File: src/rtl/core/isort_pkg.sv
package isort_pkg;

  localparam int MAX_ITEMS_DEF = 16;
  localparam int VALUE_W       = 32;

  typedef logic signed [VALUE_W-1:0] value_t;

  typedef struct packed {
    value_t value;
    logic   last;
  } in_t;

  typedef struct packed {
    value_t value_res;
    logic   last_res;
    logic   overflow;
  } out_t;

  typedef struct packed {
    logic   valid;
    value_t val;
  } entry_t;

  typedef struct packed {
    logic ins;
    logic shift;
  } cell_ctrl_t;

endpackage

File: src/rtl/core/isort_cell.sv
module isort_cell
  import isort_pkg::*;
(
  input  logic       clk,
  input  logic       rst_n,
  input  cell_ctrl_t ctrl,
  input  value_t     new_val,
  input  logic       left_gt,
  input  entry_t     left_entry,
  input  entry_t     right_entry,
  output entry_t     entry,
  output logic       gt
);

  entry_t entry_r;
  entry_t entry_nxt;

  assign gt    = !entry_r.valid || (entry_r.val > new_val);
  assign entry = entry_r;

  always_comb begin
    entry_nxt = entry_r;
    if (ctrl.shift) begin
      entry_nxt = right_entry;
    end else if (ctrl.ins && gt) begin
      if (left_gt) begin
        entry_nxt = left_entry;
      end else begin
        entry_nxt.valid = 1'b1;
        entry_nxt.val   = new_val;
      end
    end
  end

  always_ff @(posedge clk) begin
    if (!rst_n) begin
      entry_r.valid <= 1'b0;
    end else begin
      entry_r.valid <= entry_nxt.valid;
    end
    entry_r.val <= entry_nxt.val;
  end

endmodule

File: src/rtl/core/insertion_sorter_unit.sv
// Streaming insertion sorter built from a row of MAX_ITEMS compare-and-shift cells.
// While loading, one value is transferred per cycle: every cell compares it at once
// and the entries above the insertion point move up by one place, so busy stays low.
// The transfer flagged last closes the set; from the next cycle busy is high and the
// row shifts down one place per cycle, presenting one result per cycle on out_data
// with out_valid high, smallest first. Results cannot be stalled: out_valid is a
// one-cycle strobe and the receiver must take each result in that cycle. Values
// beyond MAX_ITEMS are dropped and every result of that set carries overflow.
module insertion_sorter_unit
  import isort_pkg::*;
#(
  parameter int MAX_ITEMS = MAX_ITEMS_DEF
) (
  input  logic clk,
  input  logic rst_n,
  input  logic start,
  output logic busy,
  input  in_t  in_data,
  output logic out_valid,
  output out_t out_data
);

  entry_t     entries   [MAX_ITEMS];
  entry_t     left_e    [MAX_ITEMS];
  entry_t     right_e   [MAX_ITEMS];
  logic       gts       [MAX_ITEMS];
  logic       left_gts  [MAX_ITEMS];
  cell_ctrl_t ctrl;
  logic       accept;
  logic       full;
  logic       drain_r;
  logic       drain_nxt;
  logic       dropped_r;
  logic       dropped_nxt;
  logic       final_out;

  assign accept    = start && !drain_r;
  assign full      = entries[MAX_ITEMS-1].valid;
  assign ctrl.ins  = accept && !full;
  assign ctrl.shift = drain_r;

  genvar gi;
  generate
    for (gi = 0; gi < MAX_ITEMS; gi++) begin : g_cell
      if (gi == 0) begin : g_first
        assign left_e[gi]   = '0;
        assign left_gts[gi] = 1'b0;
      end else begin : g_mid
        assign left_e[gi]   = entries[gi-1];
        assign left_gts[gi] = gts[gi-1];
      end
      if (gi == MAX_ITEMS - 1) begin : g_end
        assign right_e[gi] = '0;
      end else begin : g_inner
        assign right_e[gi] = entries[gi+1];
      end

      isort_cell u_cell (
        .clk        (clk),
        .rst_n      (rst_n),
        .ctrl       (ctrl),
        .new_val    (in_data.value),
        .left_gt    (left_gts[gi]),
        .left_entry (left_e[gi]),
        .right_entry(right_e[gi]),
        .entry      (entries[gi]),
        .gt         (gts[gi])
      );
    end
  endgenerate

  assign final_out = !entries[1].valid;

  always_comb begin
    drain_nxt   = drain_r;
    dropped_nxt = dropped_r;
    if (drain_r) begin
      if (final_out) begin
        drain_nxt   = 1'b0;
        dropped_nxt = 1'b0;
      end
    end else if (accept) begin
      if (full) begin
        dropped_nxt = 1'b1;
      end
      if (in_data.last) begin
        drain_nxt = 1'b1;
      end
    end
  end

  always_ff @(posedge clk) begin
    if (!rst_n) begin
      drain_r   <= 1'b0;
      dropped_r <= 1'b0;
    end else begin
      drain_r   <= drain_nxt;
      dropped_r <= dropped_nxt;
    end
  end

  assign busy               = drain_r;
  assign out_valid          = drain_r && entries[0].valid;
  assign out_data.value_res = entries[0].val;
  assign out_data.last_res  = final_out;
  assign out_data.overflow  = dropped_r;

endmodule

File: config.mk
export PLATFORM = sky130hd
export DESIGN_NAME = insertion_sorter_unit
export DESIGN_NICKNAME = d
export VERILOG_FILES = /design/src/rtl/core/isort_pkg.sv /design/src/rtl/core/isort_cell.sv /design/src/rtl/core/insertion_sorter_unit.sv
export SDC_FILE = /design/constraint.sdc
export NUM_CORES = 2
export LEC_CHECK = 0
export BUFFER_PORTS_ARGS = -buffer_cell sky130_fd_sc_hd__buf_2
export CORE_MARGIN = 1.5
export CORE_UTILIZATION = 40
export DETAILED_ROUTE_END_ITERATION = 6
export GPL_TIMING_DRIVEN = 0
export HOLD_SLACK_MARGIN = 0.05
export PLACE_DENSITY_LB_ADDON = 0.2
export REMOVE_ABC_BUFFERS = 1
export SLEW_MARGIN = 20
export SYNTH_ARGS = -nofsm -noshare
export SYNTH_HDL_FRONTEND = slang
export SYNTH_HIERARCHICAL = 1
export SYNTH_SLANG_ARGS = --single-unit
File: constraint.sdc
create_clock -name clk -period 13.08 [get_ports clk]
set_input_delay 2.616 -clock clk [delete_from_list [all_inputs] [get_ports clk]]
set_output_delay 2.616 -clock clk [all_outputs]
set_load 0.02 [all_outputs]
## Yosys cells after proc, flatten, opt, wreduce, memory -nomap -nowiden

Index checks and enable logic that the tools add are counted.

- Word-level logic and storage cells: 176
- Output and inout bits: 36
- Latch bits: 0
- ROM bits: 0
- Memories: 0
- Memory bits (writable): 0
- Input port bits: 36
- Register bits after elaboration: 530

- Reduce and logical (&&, ||, !) cells: 71
- Divide/modulo/power cells: 0
- $lt $le $gt $ge: 16
- Bitwise gates (word level): 1
- Multiplexer cells: 53
- Eq/ne operators: 1
- Multipliers: 0
- Shift-type cells: 0
- Add/sub/neg operators: 0

Operators with widths:

| kind | number |
|---|---|
| $mux 33 | 45 |
| $gt 32x32->1 | 16 |
| $reduce_bool 2->1 | 17 |
| $logic_and 1x1->1 | 19 |
| $logic_not 1->1 | 17 |
| $logic_or 1x1->1 | 16 |
| $mux 1 | 8 |
| $reduce_and 3->1 | 1 |
| $ne 2x2->1 const B | 1 |
| $reduce_or 2->1 | 1 |
| $not 1->1 | 1 |

## Longest topological paths before layout

- Depth after elaboration: 6
- Depth in mapped cells: 15
- Mapped depth without buffers: 14

## Cells and area by module

The synthesis kept the hierarchy.

By module, submodules not included:

| module | cells an instance | seq. area each (sq um) | times used | area each (sq um) |
|---|---|---|---|---|
| isort_cell | 266 | 980.9 | 16 | 2509.9 |
| insertion_sorter_unit | 16 | 40.0 | 1 | 121.4 |

## Worst setup path before layout

No wires, ideal clock.

- Kind: input -> register
- Start point: in start
- End point: reg g_cell[0].u_cell.entry_r (netlist bit g_cell[0].u_cell/entry[0]), enable pin
- Data required time: 12.614 ns
- Arrival: 6.885 ns
- Buffers on the path: 0
- Stages: 4
- Path slack: 5.729 ns
- Cell sequence: nand2b_4 -> nor2_1 -> nand2_1 -> o21ai_0

RTL lines:

| element | line | source |
|---|---|---|
| start: declaration | insertion_sorter_unit.sv:16 | `input logic start,` |
| end: declaration | isort_cell.sv:15 | `entry_t entry_r;` |

==> impl_metrics.xml <==
<?xml version="1.0" encoding="UTF-8"?>
<metrics>
  <group name="power">
    <metric name="netSwitchingFraction" unit="%">36.2</metric>
    <metric name="netSwitchingPower" unit="mW">2.72</metric>
    <metric name="power.internal" unit="mW">4.79</metric>
    <metric name="power_frac_clock" unit="%">24.3</metric>
    <metric name="seq_power_share" unit="%">43.3</metric>
    <metric name="pwr_density_cell" unit="mW/mm²">164</metric>
    <metric name="p_leak" unit="nW">22.6</metric>
    <metric name="finalPower" unit="mW">7.50</metric>
    <metric name="combPwrFrac" unit="%">32.4</metric>
    <metric name="ir_worst_vdd" unit="mV">0.0826</metric>
  </group>
  <group name="layout">
    <metric name="layout.nets" unit="">4902</metric>
    <metric name="area_delta_synth_final" unit="%">13.4</metric>
    <metric name="final_layout_size_suffix_gt1_share" unit="%">6.79</metric>
    <metric name="antennaDiodeCount" unit="">0</metric>
  </group>
  <group name="worst_setup_path">
    <metric name="regToRegEndpoint" unit="">g_cell[8].u_cell/entry[32]</metric>
    <metric name="r2r.worst_path.cells" unit="">14</metric>
    <metric name="cp.arrival" unit="ns">6.57</metric>
    <metric name="worst_path_max_fanout" unit="">32</metric>
    <metric name="critPathBufInv" unit="">4</metric>
    <metric name="crit_path_cell_chain" unit="">buf_2 &gt; inv_1 &gt; ha_1 &gt; and4_1 &gt; nand2_1 &gt; nor3_1 &gt; o31a_1 &gt; a211oi_2 &gt; o21ai_4 &gt; buf_16 &gt; inv_1 &gt; o21ai_0 &gt; nor2_1 &gt; a21oi_1 &gt; nand2_1 &gt; o311a_1</metric>
    <metric name="worstSetupPathType" unit="">in2reg</metric>
    <metric name="worstSetupEndpointType" unit="">flip-flop</metric>
    <metric name="worstSetupStartpointType" unit="">input pin</metric>
    <metric name="r2r_setup_slack" unit="ns">9.20</metric>
    <metric name="timing.critical_path.slowest_cell_delay" unit="ns">0.69</metric>
    <metric name="crit_slowest_cell" unit="">sky130_fd_sc_hd__o21ai_4</metric>
    <metric name="critical_path_depth" unit="">16</metric>
    <metric name="cp.required" unit="ns">13.58</metric>
    <metric name="critical_path.top_delay_family" unit="">compound AO/OA/AOI/OAI gates</metric>
    <metric name="critical_path.reg2reg.startpoint" unit="">g_cell[7].u_cell/entry[19]</metric>
  </group>
  <group name="run">
    <metric name="max_cap_viol_count" unit="">0</metric>
  </group>
  <group name="floorplanning">
    <metric name="die_area" unit="mm²">0.103</metric>
    <metric name="num_io_pins" unit="">72</metric>
    <metric name="die_h" unit="µm">320</metric>
    <metric name="starting_density_of_the_core" unit="%">40.3</metric>
    <metric name="die-width" unit="µm">320</metric>
    <metric name="floorplan_core_area" unit="mm²">0.100</metric>
    <metric name="number_of_rows_created_at_floorplan" unit="">116</metric>
  </group>
  <group name="place">
    <metric name="routabilityCongestion" unit="">0.783</metric>
    <metric name="dpl.hpwl" unit="mm">74.4</metric>
    <metric name="numPortBuffers" unit="">71</metric>
  </group>
  <group name="global_route">
    <metric name="track_usage" unit="%">19.3</metric>
    <metric name="sum_of_overflow_across_all_layers_after_global_routing" unit="">0</metric>
    <metric name="largest_net_degree_at_the_start_of_global_routing" unit="">89</metric>
    <metric name="grt_pass1_vias" unit="">30400</metric>
    <metric name="grt_first_pass_wirelength" unit="mm">163</metric>
    <metric name="antenna_found_initial" unit="">1</metric>
  </group>
  <group name="sta">
    <metric name="final_min_period_over_clock_period" unit="%">46.4</metric>
    <metric name="setup_repair_after_global_routing_missed_its_margin" unit="">false</metric>
    <metric name="setup_tns" unit="ns">0</metric>
    <metric name="slew_headroom" unit="%">45.3</metric>
    <metric name="finalClockSkew" unit="ns">0.0224</metric>
    <metric name="timing.final.hold_violations" unit="">0</metric>
    <metric name="finalSetupViolations" unit="">0</metric>
    <metric name="period_needed" unit="ns">6.07</metric>
    <metric name="worst_hold_slack" unit="ns">0.565</metric>
    <metric name="max_clock_freq" unit="MHz">165</metric>
    <metric name="timing_worst_slew_pin_value" unit="ns">0.817</metric>
    <metric name="maxSlewViolCount" unit="">0</metric>
  </group>
  <group name="cts">
    <metric name="clock_tree_from_tritoncts" unit="">yes</metric>
    <metric name="postCtsSetupBuffers" unit="">0</metric>
    <metric name="clock-sinks" unit="">530</metric>
    <metric name="clock_latency" unit="ns">0.62</metric>
    <metric name="tritoncts.num_buffers" unit="">68</metric>
    <metric name="clock_tree.root_cell" unit="">sky130_fd_sc_hd__clkbuf_16</metric>
    <metric name="clk_path_buf_depth" unit="">3</metric>
    <metric name="clkSlewWorstSetupHoldPaths" unit="ns">0.06</metric>
    <metric name="holdBufCountCts" unit="">0</metric>
    <metric name="cells_resized_by_post_cts_repair" unit="">0</metric>
    <metric name="cts-htree-levels" unit="">3</metric>
  </group>
  <group name="drt">
    <metric name="routed_wl" unit="mm">99.9</metric>
    <metric name="firstDrtPassIters" unit="">6</metric>
    <metric name="first_iter_violations" unit="">1694</metric>
    <metric name="post_drt_wl_per_cell" unit="µm">17.5</metric>
    <metric name="routed_via_density" unit="">5.34</metric>
    <metric name="post-route-drc-count" unit="">0</metric>
    <metric name="postRouteAntennaNets" unit="">0</metric>
    <metric name="route.vias.total" unit="">30500</metric>
  </group>
  <group name="synthesis">
    <metric name="mappedNetlistArea" unit="mm²">0.0403</metric>
    <metric name="ys.warnings.count" unit="">6</metric>
    <metric name="postSynthCellCount" unit="">4271</metric>
    <metric name="syn-mean-instance-area" unit="µm²">9.43</metric>
  </group>
  <group name="run_status">
    <metric name="outcome" unit="">completed</metric>
  </group>
  <group name="hold_path">
    <metric name="hold_path.class" unit="">reg2reg</metric>
    <metric name="holdPathEnd" unit="">g_cell[14].u_cell/entry[30]</metric>
    <metric name="holdPathStages" unit="">2</metric>
    <metric name="hold_sp" unit="">g_cell[15].u_cell/entry[30]</metric>
  </group>
</metrics>
-- routing by layer --
layer,GRT usage [%],routed length (µm),vias up
met3,2.34,3180,94
met5,0,7,-
met4,4.21,1320,2
met1,26.6,48900,14500
li1,-,-,15500
met2,32.5,46500,353
-- power groups by stage --
stage | logic (mW) | registers [mW] | clock network [mW]
2_1_floorplan | 1.72 | 3.15 | 0
3_3_place_gp | 2.25 | 3.45 | 0
3_5_place_dp | 2.43 | 3.30 | 0
4_1_cts | 2.44 | 3.27 | 1.88
5_1_grt | 2.80 | 3.34 | 1.94
6_report | 2.43 | 3.25 | 1.82
-- how the worst max path moves through the flow --
stage / from / endpoint / slack, ns
6_report: in_data[18] / g_cell[8].u_cell/entry[32] / 7.01
5_1_grt: in_data[8] / g_cell[9].u_cell/entry[32] / 6.70
2_1_floorplan: busy / g_cell[15].u_cell/entry[0] / -7.42
3_5_place_dp: in_data[24] / g_cell[9].u_cell/entry[32] / 6.45
4_1_cts: in_data[24] / g_cell[9].u_cell/entry[32] / 7.13
3_3_place_gp: busy / g_cell[14].u_cell/entry[4] / -18.83
-- cells in the final DEF (no fill, tap or decap), types with 11 or more instances in the layout --
cell / instances
sky130_fd_sc_hd__a2111oi_0: 16
sky130_fd_sc_hd__a211oi_2: 16
sky130_fd_sc_hd__a21o_1: 32
sky130_fd_sc_hd__a21oi_1: 208
sky130_fd_sc_hd__a21oi_2: 16
sky130_fd_sc_hd__a221o_1: 16
sky130_fd_sc_hd__a221oi_1: 16
sky130_fd_sc_hd__and4_1: 48
sky130_fd_sc_hd__buf_16: 49
sky130_fd_sc_hd__buf_2: 71
sky130_fd_sc_hd__clkbuf_1: 16
sky130_fd_sc_hd__clkbuf_16: 71
sky130_fd_sc_hd__clkinv_1: 14
sky130_fd_sc_hd__clkinv_2: 11
sky130_fd_sc_hd__conb_1: 67
sky130_fd_sc_hd__dfxtp_1: 17
sky130_fd_sc_hd__edfxtp_1: 512
sky130_fd_sc_hd__ha_1: 512
sky130_fd_sc_hd__inv_1: 593
sky130_fd_sc_hd__mux2i_1: 512
sky130_fd_sc_hd__nand2_1: 643
sky130_fd_sc_hd__nand3_1: 65
sky130_fd_sc_hd__nand4_1: 80
sky130_fd_sc_hd__nor2_1: 32
sky130_fd_sc_hd__nor2b_1: 17
sky130_fd_sc_hd__nor3_1: 32
sky130_fd_sc_hd__o211ai_1: 16
sky130_fd_sc_hd__o21a_1: 16
sky130_fd_sc_hd__o21ai_0: 560
sky130_fd_sc_hd__o21ai_1: 17
sky130_fd_sc_hd__o21ai_4: 31
sky130_fd_sc_hd__o221a_2: 16
sky130_fd_sc_hd__o311a_1: 16
sky130_fd_sc_hd__o31a_1: 16
sky130_fd_sc_hd__o32ai_1: 16
-- cell type report --
type / count / area [µm²]
Fill cell: 9428 / 54300
Multi-Input combinational cell: 3036 / 22200
Sequential cell: 530 / 15700
Inverter: 593 / 2230
Clock buffer: 89 / 1860
Timing Repair Buffer: 125 / 1800
Tap cell: 1298 / 1620
Clock inverter: 32 / 226
-- worst register-to-register path: cells and delay by family (launching register included) --
family                     cells  cell delay (ns)
DFF                            1             0.43
adders and majority gates      1             0.34
AOI/OAI and AO/OA              6             1.78
and+or+nand+nor                5             0.94
buffers and inverters          2             0.30
-- sequential cells by signal, indices dropped and copies added, names as in the netlist --
| name | count |
|---|---|
| g_cell.u_cell/entry | 528 |
| busy | 1 |
| dropped_r | 1 |
-- stage by stage --
| stage | std cells | utilization (%) | setup slack, ns | cell area, µm² |
|---|---|---|---|---|
| floorplan | 4159 | - | -7.42 | 39800 |
| global placement | 5528 | 41.8 | -18.83 | 41800 |
| detailed placement | 5582 | 43.6 | 6.45 | 43600 |
| CTS | 5703 | 45.7 | 7.13 | 45700 |
| global route | 5703 | 45.7 | 6.70 | 45700 |
| finish | 5703 | 45.7 | 7.01 | 45700 |
Power figures use the tool's default switching activity.
